## src/design/dtlv_pkg.sv

```systemverilog
// shared types and constants for the delimited tlv frame parser
// no dependencies; used by every module in this folder
package dtlv_pkg;

	localparam int unsigned CFG_INDEX_W = 2;
	localparam int unsigned OFFSET_W    = 16;
	localparam int unsigned SLOT_OUT_W  = 6;

	localparam logic [CFG_INDEX_W-1:0] REG_START_MARKER = CFG_INDEX_W'(0);
	localparam logic [CFG_INDEX_W-1:0] REG_END_MARKER   = CFG_INDEX_W'(1);

	localparam logic [7:0] START_MARKER_RST = 8'd170;
	localparam logic [7:0] END_MARKER_RST   = 8'd85;

	localparam logic KIND_PAYLOAD  = 1'b0;
	localparam logic KIND_COMPLETE = 1'b1;

	// byte held in the input register
	typedef struct packed {
		logic       valid;
		logic [7:0] data;
	} in_stage_t;

	// one result item
	typedef struct packed {
		logic                  kind;
		logic [7:0]            event_type;
		logic [7:0]            payload_byte;
		logic [OFFSET_W-1:0]   byte_offset;
		logic [OFFSET_W-1:0]   frame_length;
		logic [SLOT_OUT_W-1:0] slot_index;
		logic                  final_byte;
	} result_t;

endpackage

```

## src/design/delimited_tlv_frame_parser.sv

```systemverilog
// delimited tlv frame parser: one received byte per cycle while not stalled, one result at most per byte
// path: a byte passes the input register, then its result is loaded into the result register
// throughput: one byte per cycle; a byte waits only when its result finds the result register full and stalled
// reset: asynchronous, active low; parser waits for a start marker, slot 0, markers 170 and 85
// depends on dtlv_pkg, dtlv_in_stage, dtlv_parse
module delimited_tlv_frame_parser #(
	parameter int unsigned SLOT_COUNT = 64
) (
	input  logic                                clk,
	input  logic                                arst_n,
	input  logic                                cfg_we,
	input  logic [dtlv_pkg::CFG_INDEX_W-1:0]    cfg_index,
	input  logic [7:0]                          cfg_data,
	input  logic                                in_valid,
	output logic                                in_stall,
	input  logic [7:0]                          data_byte,
	output logic                                out_valid,
	input  logic                                out_stall,
	output logic                                kind,
	output logic [7:0]                          event_type,
	output logic [7:0]                          payload_byte,
	output logic [dtlv_pkg::OFFSET_W-1:0]       byte_offset,
	output logic [dtlv_pkg::OFFSET_W-1:0]       frame_length,
	output logic [dtlv_pkg::SLOT_OUT_W-1:0]     slot_index,
	output logic                                final_byte
);

	logic [7:0]          start_marker_q;
	logic [7:0]          end_marker_q;
	logic                advance;
	dtlv_pkg::in_stage_t stage;
	dtlv_pkg::result_t   result;

	always_ff @(posedge clk or negedge arst_n) begin
		if (!arst_n) begin
			start_marker_q <= dtlv_pkg::START_MARKER_RST;
			end_marker_q   <= dtlv_pkg::END_MARKER_RST;
		end else if (cfg_we) begin
			// unknown register index is ignored
			case (cfg_index)
				dtlv_pkg::REG_START_MARKER: start_marker_q <= cfg_data;
				dtlv_pkg::REG_END_MARKER:   end_marker_q   <= cfg_data;
				default: ;
			endcase
		end
	end

	dtlv_in_stage u_in_stage (
		.clk       (clk),
		.arst_n    (arst_n),
		.in_valid  (in_valid),
		.in_stall  (in_stall),
		.data_byte (data_byte),
		.advance   (advance),
		.stage     (stage)
	);

	dtlv_parse #(
		.SLOT_COUNT (SLOT_COUNT)
	) u_parse (
		.clk          (clk),
		.arst_n       (arst_n),
		.stage        (stage),
		.advance      (advance),
		.start_marker (start_marker_q),
		.end_marker   (end_marker_q),
		.out_valid    (out_valid),
		.out_stall    (out_stall),
		.result       (result)
	);

	assign kind         = result.kind;
	assign event_type   = result.event_type;
	assign payload_byte = result.payload_byte;
	assign byte_offset  = result.byte_offset;
	assign frame_length = result.frame_length;
	assign slot_index   = result.slot_index;
	assign final_byte   = result.final_byte;

endmodule

```

## src/design/dtlv_in_stage.sv

```systemverilog
// input register of the frame parser: holds one received byte
// depends on dtlv_pkg
module dtlv_in_stage (
	input  logic                 clk,
	input  logic                 arst_n,
	input  logic                 in_valid,
	output logic                 in_stall,
	input  logic [7:0]           data_byte,
	input  logic                 advance,
	output dtlv_pkg::in_stage_t  stage
);

	logic       valid_s1;
	logic [7:0] data_s1;

	// held byte leaves when the parser consumes it
	assign in_stall = valid_s1 && !advance;

	always_ff @(posedge clk or negedge arst_n) begin
		if (!arst_n) begin
			valid_s1 <= 1'b0;
		end else if (!in_stall) begin
			valid_s1 <= in_valid;
		end
	end

	always_ff @(posedge clk) begin
		if (!in_stall && in_valid) begin
			data_s1 <= data_byte;
		end
	end

	assign stage.valid = valid_s1;
	assign stage.data  = data_s1;

endmodule

```

## src/design/dtlv_parse.sv

```systemverilog
// frame state machine and result register of the frame parser
// depends on dtlv_pkg
module dtlv_parse #(
	parameter int unsigned SLOT_COUNT = 64
) (
	input  logic                clk,
	input  logic                arst_n,
	input  dtlv_pkg::in_stage_t stage,
	output logic                advance,
	input  logic [7:0]          start_marker,
	input  logic [7:0]          end_marker,
	output logic                out_valid,
	input  logic                out_stall,
	output dtlv_pkg::result_t   result
);

	localparam int unsigned SLOT_W = (SLOT_COUNT > 1) ? $clog2(SLOT_COUNT) : 1;
	localparam logic [SLOT_W-1:0] SLOT_LAST = SLOT_W'(SLOT_COUNT - 1);

	typedef enum logic [2:0] {
		PH_WAIT_START,
		PH_EVENT,
		PH_LEN_LO,
		PH_LEN_HI,
		PH_PAYLOAD,
		PH_WAIT_END
	} phase_t;

	phase_t                          phase_q;
	logic [7:0]                      event_q;
	logic [dtlv_pkg::OFFSET_W-1:0]   length_q;
	logic [dtlv_pkg::OFFSET_W-1:0]   seen_q;
	logic [SLOT_W-1:0]               slot_q;
	logic                            out_valid_q;
	dtlv_pkg::result_t               result_s2;

	logic                            has_result;
	logic                            fin;
	logic [dtlv_pkg::OFFSET_W:0]     seen_inc;
	logic [dtlv_pkg::OFFSET_W-1:0]   new_length;
	logic [SLOT_W+dtlv_pkg::SLOT_OUT_W-1:0] slot_ext;
	dtlv_pkg::result_t               res_d;

	assign seen_inc   = {1'b0, seen_q} + 17'd1;
	assign fin        = seen_inc >= {1'b0, length_q};
	assign new_length = {stage.data, length_q[7:0]};
	assign slot_ext   = {{dtlv_pkg::SLOT_OUT_W{1'b0}}, slot_q};

	always_comb begin
		has_result = 1'b0;
		case (phase_q)
			PH_PAYLOAD:  has_result = 1'b1;
			PH_WAIT_END: has_result = (stage.data == end_marker);
			default:     has_result = 1'b0;
		endcase
	end

	// a byte with no result never waits on the output side
	assign advance = stage.valid && (!has_result || !out_valid_q || !out_stall);

	always_comb begin
		res_d.kind         = (phase_q == PH_PAYLOAD) ? dtlv_pkg::KIND_PAYLOAD
		                                             : dtlv_pkg::KIND_COMPLETE;
		res_d.event_type   = event_q;
		res_d.frame_length = length_q;
		res_d.slot_index   = slot_ext[dtlv_pkg::SLOT_OUT_W-1:0];
		if (phase_q == PH_PAYLOAD) begin
			res_d.payload_byte = stage.data;
			res_d.byte_offset  = seen_q;
			res_d.final_byte   = fin;
		end else begin
			res_d.payload_byte = 8'd0;
			res_d.byte_offset  = '0;
			res_d.final_byte   = 1'b0;
		end
	end

	always_ff @(posedge clk or negedge arst_n) begin
		if (!arst_n) begin
			phase_q     <= PH_WAIT_START;
			event_q     <= 8'd0;
			length_q    <= '0;
			seen_q      <= '0;
			slot_q      <= '0;
			out_valid_q <= 1'b0;
		end else begin
			if (advance && has_result) begin
				out_valid_q <= 1'b1;
			end else if (!out_stall) begin
				out_valid_q <= 1'b0;
			end
			if (advance) begin
				case (phase_q)
					PH_EVENT: begin
						event_q <= stage.data;
						phase_q <= PH_LEN_LO;
					end
					PH_LEN_LO: begin
						length_q <= {8'd0, stage.data};
						phase_q  <= PH_LEN_HI;
					end
					PH_LEN_HI: begin
						length_q <= new_length;
						seen_q   <= '0;
						phase_q  <= (new_length == '0) ? PH_WAIT_END : PH_PAYLOAD;
					end
					PH_PAYLOAD: begin
						if (fin) begin
							seen_q  <= '0;
							phase_q <= PH_WAIT_END;
						end else begin
							seen_q <= seen_inc[dtlv_pkg::OFFSET_W-1:0];
						end
					end
					PH_WAIT_END: begin
						if (has_result) begin
							slot_q  <= (slot_q == SLOT_LAST) ? '0 : slot_q + SLOT_W'(1);
							phase_q <= PH_WAIT_START;
						end
					end
					default: begin
						if (stage.data == start_marker) begin
							event_q  <= 8'd0;
							length_q <= '0;
							seen_q   <= '0;
							phase_q  <= PH_EVENT;
						end else begin
							phase_q <= PH_WAIT_START;
						end
					end
				endcase
			end
		end
	end

	always_ff @(posedge clk) begin
		if (advance && has_result) begin
			result_s2 <= res_d;
		end
	end

	assign out_valid = out_valid_q;
	assign result    = result_s2;

endmodule

```

## config.mk

```make
export PLATFORM = sky130hd
export DESIGN_NAME = delimited_tlv_frame_parser
export DESIGN_NICKNAME = d
export VERILOG_FILES = /design/src/design/dtlv_pkg.sv /design/src/design/delimited_tlv_frame_parser.sv /design/src/design/dtlv_in_stage.sv /design/src/design/dtlv_parse.sv
export SDC_FILE = /design/constraint.sdc
export NUM_CORES = 1
export LEC_CHECK = 0
export ABC_AREA = 1
export BUFFER_PORTS_ARGS = -buffer_cell sky130_fd_sc_hd__buf_2
export CORE_UTILIZATION = 30
export CTS_BUF_LIST = sky130_fd_sc_hd__clkbuf_2 sky130_fd_sc_hd__clkbuf_4 sky130_fd_sc_hd__clkbuf_8
export DETAILED_ROUTE_END_ITERATION = 7
export PLACE_DENSITY = 0.54
export SKIP_CTS_REPAIR_TIMING = 1
export SLEW_MARGIN = 20
export SYNTH_ARGS = -nofsm -noshare
export SYNTH_HDL_FRONTEND = slang
export SYNTH_HIERARCHICAL = 1
export SYNTH_SLANG_ARGS = --single-unit
```

## constraint.sdc

```tcl
create_clock -name clk -period 2.95 [get_ports clk]
set_input_delay 0.1475 -clock clk [delete_from_list [all_inputs] [get_ports clk]]
set_output_delay 0.1475 -clock clk [all_outputs]
set_load 0.01 [all_outputs]
```

### After elaboration in Yosys (flattened, before gate mapping)

Index checks and enable logic that the tools add are counted.

* add/sub/neg operators: 2
* magnitude comparators: 1
* equal/unequal tests: 12
* bitwise operators: 4
* reduce and logical (&&, ||, !) cells: 28
* mux-type cells: 16

Operators with widths (number)
* case mux 16 bit (3 select lines): 2
* 2-to-1 mux 16 bit: 2
* adder 16 x 1 -> 17 bit (second input constant): 1
* greater-or-equal comparator 17 x 16 -> 1 bit: 1
* == test 8 bit: 2
* zero test 16 bit: 1
* case mux 8 bit (2 select lines): 1
* case mux 3 bit (5 select lines): 1
* AND reduction 3 bit: 5
* 2-to-1 mux 8 bit: 1
* adder 6 x 1 -> 6 bit (second input constant): 1
* == test 3 x 2 -> 1 bit (second input constant): 2
* == test 3 bit (second input constant): 2
* == test 6 bit (second input constant): 1
* 2-to-1 mux 3 bit: 2
* 2-to-1 mux 6 bit: 1
* != test 2 x 1 -> 1 bit (second input constant): 3
* nonzero test 3 bit: 2
* OR reduction 3 bit: 2
* zero test 1 bit: 5
* 2-to-1 mux 1 bit: 5
* logical AND 1 bit: 4
* inverter 1 bit: 4
* AND reduction 2 bit: 2
* other kinds (8): 10

* logic and storage cells: 81
* output and inout bits: 58
* input bits: 23
* register bits after elaboration: 131

### Longest topological paths before layout

* word-level depth: 10
* mapped depth: 21
* mapped depth without buffers: 21

### Hierarchy

Netlist, hierarchy kept.

By module, submodules not included
* dtlv_parse: cells each 554, seq. area each 2932.8 µm², times used 1, area an instance 5326.4 µm²
* delimited_tlv_frame_parser: cells each 71, seq. area each 410.4 µm², times used 1, area an instance 705.7 µm²
* dtlv_in_stage: cells each 16, seq. area each 265.3 µm², times used 1, area an instance 305.3 µm²

### Worst setup path before layout

OpenSTA, ideal clock, no wires.

* kind: reg2reg
* from: register u_in_stage.data_s1[1]
* to: register u_parse.result_s2 (netlist bit u_parse/result[0]), enable pin
* buffers on the path: 0
* arrival time: 2.219 ns
* period minus slack after synthesis: 2.629 ns
* data required time: 2.540 ns
* setup slack: 0.321 ns
* setup time: 0.410 ns
* stages on the path, launching flop included: 10
* path through: edfxtp_1 inv_1 nand2_1 nand2_1 nand3_1 nor2_1 nand3_2 nand2_4 nand4_4 inv_1

* cells in the longest elaborated chain, start to end: 7

RTL lines
* start, declared: line dtlv_in_stage.sv:14 `logic [7:0] data_s1;`
* start signal, assigned: line dtlv_in_stage.sv:29 `data_s1 <= data_byte;`
* == test 8 bit (*): line dtlv_parse.sv:53 `PH_WAIT_END: has_result = (stage.data == end_marker);`
* case mux 1 bit (2 select lines) (*): line dtlv_parse.sv:51 `case (phase_q)`
* zero test 1 bit: line dtlv_parse.sv:59 `assign advance = stage.valid && (!has_result || !out_valid_q || !out_stall);`
* logical OR 1 bit (2 in series): line dtlv_parse.sv:59
* logical AND 1 bit: line dtlv_parse.sv:59
* logical AND 1 bit (*): line dtlv_parse.sv:137 `if (advance && has_result) begin`
* end signal, assigned: line dtlv_parse.sv:138 `result_s2 <= res_d;`
* end, declared: line dtlv_parse.sv:35 `dtlv_pkg::result_t result_s2;`

Every way passes the cells marked *; elsewhere a longest branch is shown, timed or not.
A chain may end at the register's enable or synchronous reset.

### Worst setup path after layout

* from: register u_parse/seen_q[1] (netlist name)
* to: register u_parse.result_s2 (netlist bit u_parse/result[0]), data pin

* cells in the longest elaborated chain, start to end: 2

RTL lines
* start, declared: line dtlv_parse.sv:32 `logic [dtlv_pkg::OFFSET_W-1:0] seen_q;`
* start signal, assigned: line dtlv_parse.sv:112 `seen_q <= seen_inc[dtlv_pkg::OFFSET_W-1:0];`
* adder 16 x 1 -> 17 bit: line dtlv_parse.sv:44 `assign seen_inc = {1'b0, seen_q} + 17'd1;`
* greater-or-equal comparator 17 x 16 -> 1 bit: line dtlv_parse.sv:45 `assign fin = seen_inc >= {1'b0, length_q};`

No other way between the ends.

==> results_dict.tcl <==
set metrics [dict create \
    dr.pass1.iters 5 \
    root_buffer "clkbuf_8" \
    crit_required_ps 3130 \
    fmax_mhz 362 \
    synth_most_common_cell "nand2_1" \
    path_class "reg2reg" \
    syn_to_final_growth_pct 23.5 \
    synth-edff-count 64 \
    drive_above_1_share_pct 25.2 \
    fp.dieH_um 147 \
    async_flop_share_pct 51.1 \
    hold_path_class "in2reg" \
    leakage_nw 3.42 \
    start_util_pct 30.9 \
    clock-sinks 131 \
    startpoint_type "register" \
    drt-initial-drc-count 259 \
    overflow 0 \
    ant_nets 0 \
    gr-usage-all-layers_pct 13.6 \
    synth_top_area_share_pct 30.3 \
    ys_seq_area_share_pct 56.9 \
    fin_worst_skew_ps 9.61 \
    die-width_um 147 \
    cp_max_fo 4 \
    viasPerCell 4.41 \
    syn-cell-area_mm2 0.00634 \
    grt_use_met2_pct 20.6 \
    power_density_mw_per_mm2 647 \
    portBuffers 80 \
    num_io_pins 81 \
    clkTransAtPathRegs_ps 70 \
    synth_common_cells "nand2_1, inv_1, edfxtp_1" \
    synthCells 641 \
    fin_crit_sh_pct 93.6 \
    hpwl_mm 9.87 \
    fin_cells 1043 \
    synth.top_cells.by_area "edfxtp_1, dfrtp_1, nand2_1, inv_1, nand3_1" \
    final_core_util_pct 38.2 \
    setup_violations 0 \
    core_mm2 0.0205 \
    dp.cells 983 \
    met1_usage_pct 19.1 \
    relSlewSlack_pct 44.2 \
    tritoncts "yes" \
    fillers 2091 \
    grt.busiest_layer "met2" \
    h-tree-depth 4 \
    min_period_ps 2760 \
    report.final.slew_viol_count 0 \
    max_slew.worst_pin.slew_ps 834 \
    yosysWarnings 6 \
    grt_max_degree 68 \
    cts_buffer_depth 2 \
    cts_made_buffers 17 \
    grt_pass1_wl_mm 22.6 \
    antenna_cells 0 \
    antenna_found_initial 0 \
    wl_per_cell_um 13.9 \
    syn_nets 684 \
    vdd_drop_max_v 0.000314 \
    ys_types 38 \
    gp_congestion 0.814 \
    worst_hold_slack_ps 53.9 \
    finalWirelength_mm 14.5 \
    grt_pass1_vias 4221 \
    core.rowCount 52 \
    finalHoldViolCount 0 \
    vias 4603 \
    synth-seq-cells 131 \
    synth_top_flop_cell "edfxtp_1" \
    met3_usage_pct 3.57 \
    nets 803 \
    arrival_ps 2940 \
    syn_area_per_cell_um2 9.89 \
    outcome "finished clean" \
    synth_area_leader_cell "edfxtp_1" \
    drc 0 \
    maxCapViolations 0 \
    insertion_delay_ps 440 \
    end_kind "register" \
    dieArea_mm2 0.0217 \
]
[through the flow]
step / total power, W / area [µm²] / worst slack [ps] / setup TNS, ps
after global routing: 0.00538 / 7830 / -29.3 / -84.5
after floorplan: 0.00305 / 6340 / 321 / 0
after CTS: 0.00510 / 7490 / 26.5 / 0
after global placement: 0.00330 / 7030 / 131 / 0
after detailed placement: 0.00332 / 7030 / 47.7 / 0
final: 0.00507 / 7830 / 190 / 0
[worst paths after layout]
kind                                                   from                              end  slack, ps  cells past startpoint
setup / recovery              u_parse/seen_q[1]$_DFFE_PN0P_  u_parse/result[0]$_SDFFCE_PN0P_        190                     17
hold / removal                                    out_stall    u_parse/out_valid$_DFFE_PN0P_         50                      3
setup reg to reg              u_parse/seen_q[1]$_DFFE_PN0P_  u_parse/result[0]$_SDFFCE_PN0P_        190                     17
hold reg to reg            u_parse/length_q[10]$_DFFE_PN0P_     u_parse/result[17]$_DFFE_PP_        450                      0
max in group asynchronous                            arst_n      end_marker_q[0]$_DFFE_PN1P_       2350                      3
min in group asynchronous                            arst_n    start_marker_q[4]$_DFFE_PN0P_        260                      3
[sequential cells by signal, summed over array words and instances (netlist names)]
signal / count
u_parse/seen_q: 16
u_parse/result: 56
u_in_stage/valid_s1: 1
u_in_stage/data_s1: 8
u_parse/slot_q: 6
end_marker_q: 8
u_parse/event_q: 8
u_parse/length_q: 16
u_parse/phase_q: 3
start_marker_q: 8
u_parse/out_valid: 1
[cell usage in the layout (no fill, tap or decap), drive strengths merged]
master and n:
nand3 59, clkinvlp 3, nor3b 1, nor3 7, nand2 144, inv 86
bufinv 5, dlygate4sd3 18, o21a 1, dfstp 8, xnor2 10, o21bai 3
ha 20, a22o 1, xor2 19, clkinv 8, a21oi 24, o21ai 32
nor2 70, o31ai 1, a21boi 1, nand4 14, buf 96, clkbuf 19
edfxtp 64, dfrtp 59
[layout make-up]
type	count	area (µm²)	area share [%]
multi-input cells	407	2350	30.0
clock inverters	13	208	2.65
well taps	270	338	4.32
repair inverters	2	13.8	0.176
clock buffers	19	255	3.26
inverters	87	337	4.30
flip-flops and latches	131	3610	46.1
repair buffers	114	713	9.11
[power by group]
| group | internal (W) | total, W | leakage, nW | switching, W |
|---|---|---|---|---|
| logic | 0.000344 | 0.000958 | 1.82 | 0.000614 |
| registers | 0.00218 | 0.00235 | 1.38 | 0.000168 |
| clock network | 0.00104 | 0.00176 | 0.223 | 0.000719 |
| total | 0.00356 | 0.00507 | 3.42 | 0.00150 |
[logic make-up after synthesis]
kind of cell / share of synthesized area (%)
AND/OR/NAND/NOR: 22.1
flip-flops: 56.9
buffers and inverters: 7.15
AO/OA/AOI/OAI: 5.86
XOR/XNOR: 4.01
adder cells (fa/ha/maj): 3.95
[layer usage]
| metal | up-vias | part of all wire, % |
|---|---|---|
| met5 | - | 0 |
| met4 | 0 | 1.5 |
| met3 | 15 | 3.7 |
| met2 | 98 | 46 |
| met1 | 2152 | 49 |
| li1 | 2338 | - |
[worst max-delay path: stages, from the launching register on]
cell	delay (ps)
dfrtp_1	410
ha_4	170
nand3_4	80
nor2_4	140
inv_2	50
nor2_4	100
nand2_2	80
nor2_2	130
xor2_2	190
ha_1	270
nand2_1	70
nand2_1	40
a21oi_1	120
nand2_1	80
nor3_2	250
nand2_2	170
clkinv_2	110
nor2_1	40
No activity file was read; power rests on OpenSTA's default activity.
